File: config.mk
export PLATFORM = sky130hd
export DESIGN_NAME = dual_motor_overcurrent_guard
export DESIGN_NICKNAME = d
export VERILOG_FILES = /design/src/sv/ocg_pkg.sv /design/src/sv/ocg_cfg_regs.sv /design/src/sv/ocg_step.sv /design/src/sv/dual_motor_overcurrent_guard.sv
export SDC_FILE = /design/constraint.sdc
export NUM_CORES = 1
export LEC_CHECK = 0
export ABC_CLOCK_PERIOD_IN_PS = 6900
export BUFFER_PORTS_ARGS = -buffer_cell sky130_fd_sc_hd__buf_2
export CORE_MARGIN = 8
export CORE_UTILIZATION = 30
export DETAILED_ROUTE_END_ITERATION = 12
export HOLD_SLACK_MARGIN = 0.08
export MAX_ROUTING_LAYER = met4
export PLACE_DENSITY = 0.46
export SKIP_LAST_GASP = 1
export SLEW_MARGIN = 20
export SYNTH_ARGS = -nofsm -noshare
export SYNTH_HDL_FRONTEND = slang
export SYNTH_HIERARCHICAL = 1
export SYNTH_SLANG_ARGS = --single-unit
File: constraint.sdc
create_clock -name clk -period 6.9 [get_ports clk]
set_input_delay 0.69 -clock clk [delete_from_list [all_inputs] [get_ports clk]]
set_output_delay 0.69 -clock clk [all_outputs]
set_load 0.05 [all_outputs]
File: src/sv/ocg_pkg.sv
// Shared types and constants for the dual motor overcurrent guard.
// Holds the configuration and state records and the sequence phase codes.
// No dependencies.
package ocg_pkg;

  // Configuration register indexes
  localparam logic [2:0] CFG_LIMIT_A   = 3'd0;
  localparam logic [2:0] CFG_LIMIT_B   = 3'd1;
  localparam logic [2:0] CFG_TRIP      = 3'd2;
  localparam logic [2:0] CFG_RELEASE   = 3'd3;
  localparam logic [2:0] CFG_FORWARD   = 3'd4;
  localparam logic [2:0] CFG_TURN      = 3'd5;
  localparam logic [2:0] CFG_PAUSE     = 3'd6;
  localparam logic [2:0] CFG_BLINK     = 3'd7;

  localparam int CFG_INDEX_W = 3;
  localparam int CFG_DATA_W  = 16;

  // Reset values of the configuration registers
  localparam logic [11:0] LIMIT_RST   = 12'd507;
  localparam logic [15:0] TRIP_RST    = 16'd50;
  localparam logic [15:0] RELEASE_RST = 16'd1000;
  localparam logic [15:0] FORWARD_RST = 16'd820;
  localparam logic [15:0] TURN_RST    = 16'd1000;
  localparam logic [15:0] PAUSE_RST   = 16'd200;
  localparam logic [9:0]  BLINK_RST   = 10'd250;

  // Extra hold ticks the button counter may run past the release length
  localparam logic [16:0] HOLD_MARGIN = 17'd200;

  // Duty percentages of the drive sequence
  localparam int PCT_FORWARD = 50;
  localparam int PCT_TURN    = 55;

  typedef enum logic [2:0] {
    PH_IDLE   = 3'd0,
    PH_FWD    = 3'd1,
    PH_PAUSE1 = 3'd2,
    PH_TURN   = 3'd3,
    PH_PAUSE2 = 3'd4,
    PH_DONE   = 3'd5
  } ocg_phase_t;

  typedef struct packed {
    logic [11:0] limit_a;
    logic [11:0] limit_b;
    logic [15:0] trip_ticks;
    logic [15:0] release_ticks;
    logic [15:0] forward_ticks;
    logic [15:0] turn_ticks;
    logic [15:0] pause_ticks;
    logic [9:0]  blink_ticks;
  } ocg_cfg_t;

  typedef struct packed {
    logic        fault;
    logic [15:0] over_a;
    logic [15:0] over_b;
    logic [16:0] hold;
    logic [31:0] faults;
    logic [8:0]  duty_a;
    logic [8:0]  duty_b;
    ocg_phase_t  phase;
    logic [15:0] timer;
    logic [9:0]  blink;
    logic        led;
    logic        pwm;
    logic        b_rev;
  } ocg_state_t;

endpackage

File: src/sv/ocg_cfg_regs.sv
// Configuration register file of the overcurrent guard.
// Depends on ocg_pkg for the register record, indexes and reset values.
module ocg_cfg_regs (
  input  logic                            clk,
  input  logic                            rst,
  input  logic                            cfg_we,
  input  logic [ocg_pkg::CFG_INDEX_W-1:0] cfg_index,
  input  logic [ocg_pkg::CFG_DATA_W-1:0]  cfg_data,
  output ocg_pkg::ocg_cfg_t               cfg
);

  always_ff @(posedge clk) begin
    if (rst) begin
      cfg.limit_a       <= ocg_pkg::LIMIT_RST;
      cfg.limit_b       <= ocg_pkg::LIMIT_RST;
      cfg.trip_ticks    <= ocg_pkg::TRIP_RST;
      cfg.release_ticks <= ocg_pkg::RELEASE_RST;
      cfg.forward_ticks <= ocg_pkg::FORWARD_RST;
      cfg.turn_ticks    <= ocg_pkg::TURN_RST;
      cfg.pause_ticks   <= ocg_pkg::PAUSE_RST;
      cfg.blink_ticks   <= ocg_pkg::BLINK_RST;
    end else if (cfg_we) begin
      case (cfg_index)
        ocg_pkg::CFG_LIMIT_A: cfg.limit_a       <= cfg_data[11:0];
        ocg_pkg::CFG_LIMIT_B: cfg.limit_b       <= cfg_data[11:0];
        ocg_pkg::CFG_TRIP:    cfg.trip_ticks    <= cfg_data;
        ocg_pkg::CFG_RELEASE: cfg.release_ticks <= cfg_data;
        ocg_pkg::CFG_FORWARD: cfg.forward_ticks <= cfg_data;
        ocg_pkg::CFG_TURN:    cfg.turn_ticks    <= cfg_data;
        ocg_pkg::CFG_PAUSE:   cfg.pause_ticks   <= cfg_data;
        ocg_pkg::CFG_BLINK:   cfg.blink_ticks   <= cfg_data[9:0];
        default: ;
      endcase
    end
  end

endmodule

File: src/sv/ocg_step.sv
// Per-tick next-state logic of the overcurrent guard: persistence counters,
// fault latch and clear, drive sequence and heartbeat. Purely combinational.
// Depends on ocg_pkg for the state and configuration records.
module ocg_step #(
  parameter int PWM_PERIOD = 421
) (
  input  ocg_pkg::ocg_cfg_t   cfg,
  input  ocg_pkg::ocg_state_t cur,
  input  logic [11:0]         sample_a,
  input  logic [11:0]         sample_b,
  input  logic                button_pressed,
  output ocg_pkg::ocg_state_t nxt
);

  localparam logic [8:0] DUTY_FWD  = 9'((PWM_PERIOD * ocg_pkg::PCT_FORWARD) / 100);
  localparam logic [8:0] DUTY_TURN = 9'((PWM_PERIOD * ocg_pkg::PCT_TURN) / 100);

  logic [15:0] over_a;
  logic [15:0] over_b;
  logic        trip;
  logic [16:0] timer_inc;
  logic [15:0] phase_len;
  logic        phase_end;
  logic [16:0] hold_cap;
  logic [16:0] hold_inc;
  logic [10:0] blink_inc;

  always_comb begin
    over_a = (sample_a > cfg.limit_a) ?
             ((cur.over_a == 16'hFFFF) ? 16'hFFFF : cur.over_a + 16'd1) : 16'd0;
    over_b = (sample_b > cfg.limit_b) ?
             ((cur.over_b == 16'hFFFF) ? 16'hFFFF : cur.over_b + 16'd1) : 16'd0;
    trip   = (over_a >= cfg.trip_ticks) || (over_b >= cfg.trip_ticks);

    case (cur.phase)
      ocg_pkg::PH_FWD:    phase_len = cfg.forward_ticks;
      ocg_pkg::PH_TURN:   phase_len = cfg.turn_ticks;
      default:            phase_len = cfg.pause_ticks;
    endcase
    timer_inc = {1'b0, cur.timer} + 17'd1;
    phase_end = timer_inc >= {1'b0, phase_len};

    hold_cap = {1'b0, cfg.release_ticks} + ocg_pkg::HOLD_MARGIN;
    hold_inc = (cur.hold < hold_cap) ? cur.hold + 17'd1 : cur.hold;

    nxt        = cur;
    nxt.over_a = over_a;
    nxt.over_b = over_b;

    if (!cur.fault) begin
      if (trip) begin
        nxt.fault  = 1'b1;
        nxt.pwm    = 1'b0;
        nxt.led    = 1'b1;
        nxt.faults = cur.faults + 32'd1;
      end else begin
        // Advance the drive sequence; the timer moves only in timed phases
        case (cur.phase)
          ocg_pkg::PH_FWD: begin
            nxt.b_rev  = 1'b0;
            nxt.duty_a = DUTY_FWD;
            nxt.duty_b = DUTY_FWD;
            if (phase_end) begin
              nxt.phase  = ocg_pkg::PH_PAUSE1;
              nxt.duty_a = '0;
              nxt.duty_b = '0;
            end
          end
          ocg_pkg::PH_PAUSE1: begin
            if (phase_end) begin
              nxt.phase  = ocg_pkg::PH_TURN;
              nxt.b_rev  = 1'b1;
              nxt.duty_a = DUTY_TURN;
              nxt.duty_b = DUTY_TURN;
            end
          end
          ocg_pkg::PH_TURN: begin
            if (phase_end) begin
              nxt.phase  = ocg_pkg::PH_PAUSE2;
              nxt.duty_a = '0;
              nxt.duty_b = '0;
            end
          end
          ocg_pkg::PH_PAUSE2: begin
            if (phase_end) begin
              nxt.phase = ocg_pkg::PH_DONE;
            end
          end
          default: ;
        endcase
        if (cur.phase inside {ocg_pkg::PH_FWD, ocg_pkg::PH_PAUSE1,
                              ocg_pkg::PH_TURN, ocg_pkg::PH_PAUSE2}) begin
          nxt.timer = phase_end ? 16'd0 : timer_inc[15:0];
        end
      end
    end else if (button_pressed) begin
      nxt.hold = hold_inc;
      if (hold_inc >= {1'b0, cfg.release_ticks}) begin
        nxt.fault  = 1'b0;
        nxt.over_a = '0;
        nxt.over_b = '0;
        nxt.hold   = '0;
        nxt.led    = 1'b0;
        nxt.pwm    = 1'b1;
      end
    end else begin
      nxt.hold = '0;
    end

    // Heartbeat runs whenever healthy after this tick, including the clear tick
    blink_inc = {1'b0, nxt.blink} + 11'd1;
    if (!nxt.fault) begin
      if (blink_inc >= {1'b0, cfg.blink_ticks}) begin
        nxt.blink = '0;
        nxt.led   = ~nxt.led;
      end else begin
        nxt.blink = blink_inc[9:0];
      end
    end
  end

endmodule

File: src/sv/dual_motor_overcurrent_guard.sv
// Top level of the dual motor overcurrent guard: handshakes, tick register,
// guard state register and the end-of-file assertions.
// Depends on ocg_pkg, ocg_cfg_regs and ocg_step.
//
//   channel   direction  handshake              payload
//   tick in   input      in_valid / in_ready    sample_a, sample_b, button_pressed
//   result    output     out_valid / out_ready  faulted .. fault_total
//   config    input      cfg_we (no wait)       cfg_index, cfg_data
//
// One tick per clock cycle sustained while results are taken; each tick passes
// the input register, then the guard state register, and appears as a result.
// The guard state register is the result register: its outputs are the state
// after the last tick, and it only advances when the result slot is free.
// A stalled result holds the state; the input register still takes one more tick.
// Reset is synchronous and restores config defaults and all but the tick payload.
module dual_motor_overcurrent_guard #(
  parameter int PWM_PERIOD = 421
) (
  input  logic                            clk,
  input  logic                            rst,
  input  logic                            in_valid,
  output logic                            in_ready,
  input  logic [11:0]                     sample_a,
  input  logic [11:0]                     sample_b,
  input  logic                            button_pressed,
  output logic                            out_valid,
  input  logic                            out_ready,
  output logic                            faulted,
  output logic                            led_on,
  output logic                            drive_enable,
  output logic [8:0]                      duty_a,
  output logic [8:0]                      duty_b,
  output logic                            b_reverse,
  output logic [2:0]                      phase,
  output logic [31:0]                     fault_total,
  input  logic                            cfg_we,
  input  logic [ocg_pkg::CFG_INDEX_W-1:0] cfg_index,
  input  logic [ocg_pkg::CFG_DATA_W-1:0]  cfg_data
);

  localparam logic [8:0] DUTY_RST = 9'((PWM_PERIOD * ocg_pkg::PCT_FORWARD) / 100);

  ocg_pkg::ocg_cfg_t   cfg;
  ocg_pkg::ocg_state_t state;
  ocg_pkg::ocg_state_t state_next;

  // Input register
  logic        tick_valid;
  logic [11:0] tick_a;
  logic [11:0] tick_b;
  logic        tick_btn;
  logic        advance;

  ocg_cfg_regs u_cfg (
    .clk       (clk),
    .rst       (rst),
    .cfg_we    (cfg_we),
    .cfg_index (cfg_index),
    .cfg_data  (cfg_data),
    .cfg       (cfg)
  );

  ocg_step #(
    .PWM_PERIOD (PWM_PERIOD)
  ) u_step (
    .cfg            (cfg),
    .cur            (state),
    .sample_a       (tick_a),
    .sample_b       (tick_b),
    .button_pressed (tick_btn),
    .nxt            (state_next)
  );

  // Advance a held tick into the state whenever the result slot is free
  assign advance  = tick_valid && (!out_valid || out_ready);
  assign in_ready = !tick_valid || advance;

  always_ff @(posedge clk) begin
    if (rst) begin
      tick_valid <= 1'b0;
    end else if (in_valid && in_ready) begin
      tick_valid <= 1'b1;
    end else if (advance) begin
      tick_valid <= 1'b0;
    end
  end

  // Payload only: no reset needed
  always_ff @(posedge clk) begin
    if (in_valid && in_ready) begin
      tick_a   <= sample_a;
      tick_b   <= sample_b;
      tick_btn <= button_pressed;
    end
  end

  always_ff @(posedge clk) begin
    if (rst) begin
      out_valid <= 1'b0;
    end else if (advance) begin
      out_valid <= 1'b1;
    end else if (out_ready) begin
      out_valid <= 1'b0;
    end
  end

  always_ff @(posedge clk) begin
    if (rst) begin
      state.fault  <= 1'b0;
      state.over_a <= '0;
      state.over_b <= '0;
      state.hold   <= '0;
      state.faults <= '0;
      state.duty_a <= DUTY_RST;
      state.duty_b <= DUTY_RST;
      state.phase  <= ocg_pkg::PH_FWD;
      state.timer  <= '0;
      state.blink  <= '0;
      state.led    <= 1'b0;
      state.pwm    <= 1'b1;
      state.b_rev  <= 1'b0;
    end else if (advance) begin
      state <= state_next;
    end
  end

  assign faulted      = state.fault;
  assign led_on       = state.led;
  assign drive_enable = state.pwm;
  assign duty_a       = state.duty_a;
  assign duty_b       = state.duty_b;
  assign b_reverse    = state.b_rev;
  assign phase        = state.phase;
  assign fault_total  = state.faults;

`ifndef ASSERT_OFF
  // A latched fault always drops drive and lights the LED
  a_fault_outputs: assert property (@(posedge clk) disable iff (rst)
    faulted |-> (!drive_enable && led_on))
    else $error("fault latched without drive off and LED on");

  // Entering a fault counts exactly one fault
  a_fault_count: assert property (@(posedge clk) disable iff (rst)
    (!$past(rst) && $rose(faulted)) |-> (fault_total == $past(fault_total) + 32'd1))
    else $error("fault total did not count a new fault");

  // The sequence only ever steps forward one phase at a time
  a_phase_step: assert property (@(posedge clk) disable iff (rst)
    (!$past(rst) && (phase != $past(phase))) |-> (phase == $past(phase) + 3'd1))
    else $error("sequence phase skipped or went back");

  // No new tick reaches the state while a result waits
  a_stall_hold: assert property (@(posedge clk) disable iff (rst)
    (out_valid && !out_ready) |=> $stable(fault_total) && $stable(phase))
    else $error("state advanced under a stalled result");
`endif

endmodule
* Word-level counts from Yosys, hierarchy flattened
Index checks and enable logic that the tools add are counted.
Storage, ports and cells: input port bits 49, flip-flop bits (word level) 273
Operators by class: $lt $le $gt $ge 8, bitwise operators 4, reductions and logical operators 30, eq/ne operators 19, $add $sub $neg 7, muxes and demuxes 32
Operators by type and width (number):
- two-way mux 16 bit | 5
- one-hot mux 18 bit (3 select lines) | 1
- two-way mux 50 bit | 1
- two-way mux 49 bit | 1
- two-way mux 21 bit | 2
- >= comparator 17 x 16 -> 1 bit | 2
- two-way mux 17 bit | 2
- two-way mux 33 bit | 1
- adder 16 x 1 -> 16 bit, second input constant | 2
- adder 32 x 1 -> 32 bit, second input constant | 1
- == test 16 bit, second input constant | 2
- >= comparator 16 bit | 2
- one-hot mux 16 bit (2 select lines) | 1
- > comparator 12 bit | 2
- two-way mux 20 bit | 1
- AND reduction 2 bit | 10
- adder 16 x 1 -> 17 bit, second input constant | 1
- adder 16 x 8 -> 17 bit, second input constant | 1
- adder 17 x 1 -> 17 bit, second input constant | 1
- < comparator 17 bit | 1
- == test 3 bit, second input constant | 5
- == test 3 x 2 -> 1 bit, second input constant | 4
- != test 2 x 1 -> 1 bit, second input constant | 6
- one-hot mux 3 bit (4 select lines) | 1
- 21 further kinds | 44

* Depth between registers and ports, before layout
depth after elaboration 10, gate-level depth with buffers 24

* Cells and area by module
The synthesis kept the hierarchy.
By module, submodules not included:
- dual_motor_overcurrent_guard | area each 7094.3 um2, cells each 660, times used 1
- ocg_step | area each 6865.3 um2, cells each 1010, times used 1
- ocg_cfg_regs | area each 4441.8 um2, cells each 412, times used 1

* Worst setup path before layout
OpenSTA, ideal clock, no wires.
path kind reg-to-reg, start point register u_cfg/cfg[63] (netlist name), end point register state[82] (netlist bit), clock period less this slack 4.916 ns, arrival time 4.845 ns, buffers on the path 2, stages on the path, launching flop included 25, setup slack 1.984 ns, cell sequence dfxtp_1 nand3_1 and3_1 nor2_1 nand3_1 xnor2_1 ha_1 a21o_1 a21o_1 a221o_1 or4_1 clkbuf_1 nor2_1 xnor2_1 ha_1 a21o_1 a221oi_1 o21ai_0 a21oi_1 nand4_1 buf_2 nor3b_1 a21o_1 nand2b_1 mux2i_1
On the way: cells in the longest elaborated chain, start to end 6
RTL lines:
- adder 16 x 8 -> 17 bit | RTL line ocg_step.sv:43 | hold_cap = {1'b0, cfg.release_ticks} + ocg_pkg::HOLD_MARGIN;
- < comparator 17 bit | RTL line ocg_step.sv:44 | hold_inc = (cur.hold < hold_cap) ? cur.hold + 17'd1 : cur.hold;
- two-way mux 17 bit | RTL line ocg_step.sv:44
- >= comparator 17 x 16 -> 1 bit | RTL line ocg_step.sv:98 | if (hold_inc >= {1'b0, cfg.release_ticks}) begin
- two-way mux 50 bit (*) | RTL line ocg_step.sv:98
- two-way mux 17 bit (*) | RTL line ocg_step.sv:96 | end else if (button_pressed) begin
- end signal: assignment | RTL line dual_motor_overcurrent_guard.sv:123 | state <= state_next;
- end: declaration | RTL line dual_motor_overcurrent_guard.sv:44 | ocg_pkg::ocg_state_t state;
Every way passes the cells marked *; elsewhere a longest branch is shown, timed or not. A chain may end at the register's enable or synchronous reset.

* Worst setup path in the final report
start point register u_cfg/cfg[63] (netlist name), end point register state[5] (netlist bit)
On the way: cells in the longest elaborated chain, start to end 9
RTL lines:
- adder 16 x 8 -> 17 bit | RTL line ocg_step.sv:43
- < comparator 17 bit | RTL line ocg_step.sv:44
- two-way mux 17 bit | RTL line ocg_step.sv:44
- >= comparator 17 x 16 -> 1 bit (*) | RTL line ocg_step.sv:98
- two-way mux 50 bit (*) | RTL line ocg_step.sv:98
- two-way mux 33 bit (*) | RTL line ocg_step.sv:96
- two-way mux 1 bit (*) | RTL line ocg_step.sv:50 | if (!cur.fault) begin
- NOT 1 bit (no source line) (*)
- AND reduction 2 bit (no source line) (*)
Marked as above.

==> metrics.md <==
| Metric | Value |
|---|---|
| Hold buffer count at cts | `0` |
| CP Data Required Time | `7.39 ns` |
| Pin count of the biggest net entering global routing | `276` |
| Final hold violation count | `0` |
| Storage element area | `5715 um2` |
| Aggregate global routing overflow | `0` |
| Clock buffers created by TritonCTS | `38` |
| Final hold slack | `a little under 0.3 ns` |
| RSZ-0062 raised after global routing | `no` |
| First-pass iteration count of the detailed router | `5` |
| Clock skew | `0.02719 ns` |
| Count of final setup violators | `0` |
| Max-Cap Viols | `0` |
| Via count of the first global-routing pass | `approximately 14000` |
| Die height | `263.7 um` |
| Number of top-level pins | `about 110` |
| Total count of max-transition violations in the final report | `0` |
| Cell Chain, Critical Path | `nand3_1, and3_1, nor2_1, nand3_1, xnor2_1, ha_1, a21o_1, a21o_1, a221o_1, nor4_1, nand3_1, xnor2_1, ha_1, a21o_1, a221oi_1, o21ai_0, a21oi_1, a31oi_4, buf_4, o22a_1, o32ai_1, nand2b_1, mux2i_1` |
| Drt via density | `4.880` |
| Minimum setup slack after placement | `1.002 ns` |
| Largest stage delay, worst path | `between 0.7 and 0.8 ns` |
| Warnings, synthesis | `6` |
| Number of inserted diodes | `0` |
| Placed Cells incl. Taps | `roughly 2800` |
| All-layer global routing usage | `13.67%` |
| CTS root buf | `sky130_fd_sc_hd__clkbuf_16` |
| Worst slew margin | `between 30% and 40%` |
| Worst path buffer plus inverter count | `1` |
| Pwr Total | `3.903 mW` |
| Final total negative setup slack | `0 ns` |
| Maximum buffer depth of the clock tree | `3` |
| Commonest non-fill, non-tap cells in the layout | `sky130_fd_sc_hd__nand2b_1 (335), sky130_fd_sc_hd__mux2i_1 (271), sky130_fd_sc_hd__dfxtp_1 (248), sky130_fd_sc_hd__nor2_1 (139), sky130_fd_sc_hd__ha_1 (121)` |
| Fill cell count | `6190` |
| Clock sinks | `~270` |
| Share of post-route cells with drive strength above 1 | `10.36%` |
| Worst-path fanout max | `37` |
| Minimum clock period | `5.893 ns` |
| Area of the die | `69520 um2` |
| Initial antenna violation count | `0` |
| Insertion delay to the later sink of the worst-skew pair | `0.57 ns` |
| Final Non-Filler Cells | `2886` |
| Clock tree from TritonCTS | `built` |
| Number of flops mapped to enable cells by yosys | `25` |
| Flop and latch count out of synthesis | `273` |
| Sequential fraction of the synthesis area | `31.06%` |
| Crit Path Class | `reg2reg` |
| Via count | `approximately 14000` |
| IO Port Bufs | `107` |
| Post-synthesis instance area | `18400 um2` |
| CP Data Arrival Time | `6.38 ns` |
| Critical path endpoint category | `flip-flop` |
| Final weighted congestion in routability-driven placement | `0.8337` |
| Critical-path top delay cell | `sky130_fd_sc_hd__nor4_1` |
| Leakage Power | `8.654 nW` |
| Post-route standard cell area excluding fillers | `20390 um2` |
| Post-route worst setup slack | `1.007 ns` |
| Distinct cell type count of the synthesized netlist | `79` |
| Post-detailed-route wirelength per cell | `about 16 um` |
| Post-synthesis net count | `2252` |
| Fraction of registers with async set/reset | `0%` |
| Area overhead of the layout relative to synthesis | `10.80%` |
| Share of the clock period used by the worst path after layout | `85.41%` |
| Global-route wire length before repair | `76260 um` |
| Nature of the critical path startpoint | `flip-flop` |
| Crit path max-delay family | `compound AO/OA/AOI/OAI gates` |
| Core utilization of the finished layout | `33.72%` |
| Mapped Cells | `2082` |
| Result of the run | `finished clean` |
| Post-CTS Setup Repair Bufs | `0` |
| Placeable core area | `60470 um2` |
| HPWL Detailed | `33030 um` |
| Initial Utilization | `30.43%` |
| Multi-input logic area | `11360 um2` |
| Per-instance average area after synthesis | `8.838 um2` |
| Highest attainable clock frequency | `~170 MHz` |
| Residual antenna-violating net count after detailed routing | `0` |
| Cell area after placement | `approximately 19000 um2` |
| Hold/Removal Path Class | `in2reg` |
| H-Tree Level Count | `2` |
| Number of gates resized after cts | `0` |
| Count of standard-cell rows | `90` |
| Initial detailed-routing violation count | `742` |
| Slew at the pin closest to its max-slew limit | `1.044 ns` |
| Final routed DRC violation total | `0` |
| Detailed Route WL | `47390 um` |
| Power per cell area | `191.4 nW/um2` |
| Most used flip-flop cell after synthesis | `sky130_fd_sc_hd__dfxtp_1` |
| Width of the die | `approximately 260 um` |
| Most common cell after layout, fill and taps aside | `sky130_fd_sc_hd__nand2b_1` |
| VDD IR-drop max | `0.1633 mV` |
| Clock transition at path regs | `~0.060 ns` |
| # nets final | `2245` |
==> cell type report <==
type	count	share of cell area, %
timing repair buffer	126	3.492
multi-input combinational	1545	55.74
tap	782	4.799
clock inverter	14	0.9389
inverter	91	1.675
sequential	273	28.03
clock buffer	55	5.326
==> kinds of logic after synthesis <==
| group | after synthesis | synth area share (%) |
|---|---|---|
| AND/OR/NAND/NOR | 811 | 24.63 |
| multiplexers | 275 | 14.99 |
| flip-flops | 273 | 31.06 |
| buffers and inverters | 264 | 7.568 |
| AO/OA/AOI/OAI | 233 | 8.527 |
| adder cells (fa/ha/maj) | 121 | 8.227 |
| XOR/XNOR | 105 | 4.998 |
==> synth_stat cells (20+ instances only) <==
cell / instances / area share (%)
sky130_fd_sc_hd__nor4_1: 20 / 0.68
sky130_fd_sc_hd__nand2b_1: 335 / 11
sky130_fd_sc_hd__buf_4: 60 / 2.4
sky130_fd_sc_hd__nand3_1: 55 / 1.5
sky130_fd_sc_hd__ha_1: 121 / 8.2
sky130_fd_sc_hd__xnor2_1: 46 / 2.2
sky130_fd_sc_hd__nor2b_1: 42 / 1.4
sky130_fd_sc_hd__and3_1: 23 / 0.78
sky130_fd_sc_hd__a21o_1: 29 / 1.2
sky130_fd_sc_hd__a21oi_1: 70 / 1.9
sky130_fd_sc_hd__inv_1: 91 / 1.9
sky130_fd_sc_hd__nor3_1: 45 / 1.2
sky130_fd_sc_hd__clkbuf_1: 73 / 1.5
sky130_fd_sc_hd__nand2_1: 77 / 1.6
sky130_fd_sc_hd__edfxtp_1: 25 / 4.1
sky130_fd_sc_hd__nor2_1: 139 / 2.8
sky130_fd_sc_hd__nand4_1: 30 / 1.0
sky130_fd_sc_hd__xor2_1: 59 / 2.8
sky130_fd_sc_hd__dfxtp_1: 248 / 27
sky130_fd_sc_hd__buf_2: 23 / 0.63
sky130_fd_sc_hd__o21a_1: 22 / 0.90
sky130_fd_sc_hd__mux2i_1: 271 / 15
sky130_fd_sc_hd__o21ai_0: 44 / 1.2
==> registers in the layout, summed over array words and instances (netlist names) <==
signal        flops
u_cfg/cfg       114
fault_total      32
state            75
tick_a           12
duty_a            9
faulted           1
phase             3
drive_enable      1
tick_valid        1
b_reverse         1
led_on            1
tick_b           12
tick_btn          1
duty_b            9
out_valid         1
==> final timing paths <==
kind,start,to,slack [ns],depth (start not counted)
min reg2reg,u_cfg/cfg[82],u_cfg/cfg[82],0.48,2
max,u_cfg/cfg[63],state[5],1.01,23
min,sample_b[1],tick_b[1],0.29,1
max reg2reg,u_cfg/cfg[63],state[5],1.01,23
==> power breakdown <==
group / total [mW] / switching [mW] / internal, mW
Clock: 2.00 / 0.780 / 1.22
Sequential: 1.65 / 0.0165 / 1.63
Combinational: 0.260 / 0.148 / 0.112
Total: 3.90 / 0.945 / 2.96
==> routing by layer <==
metal	share of wire, %	track usage, %	up-vias
li1	-	-	7105
met1	46	16.64	6762
met2	49	23.32	157
met3	2.8	1.970	60
met4	2.3	4.081	0
met5	0	-	-
Note: power is estimated with default switching activity, not from simulation.
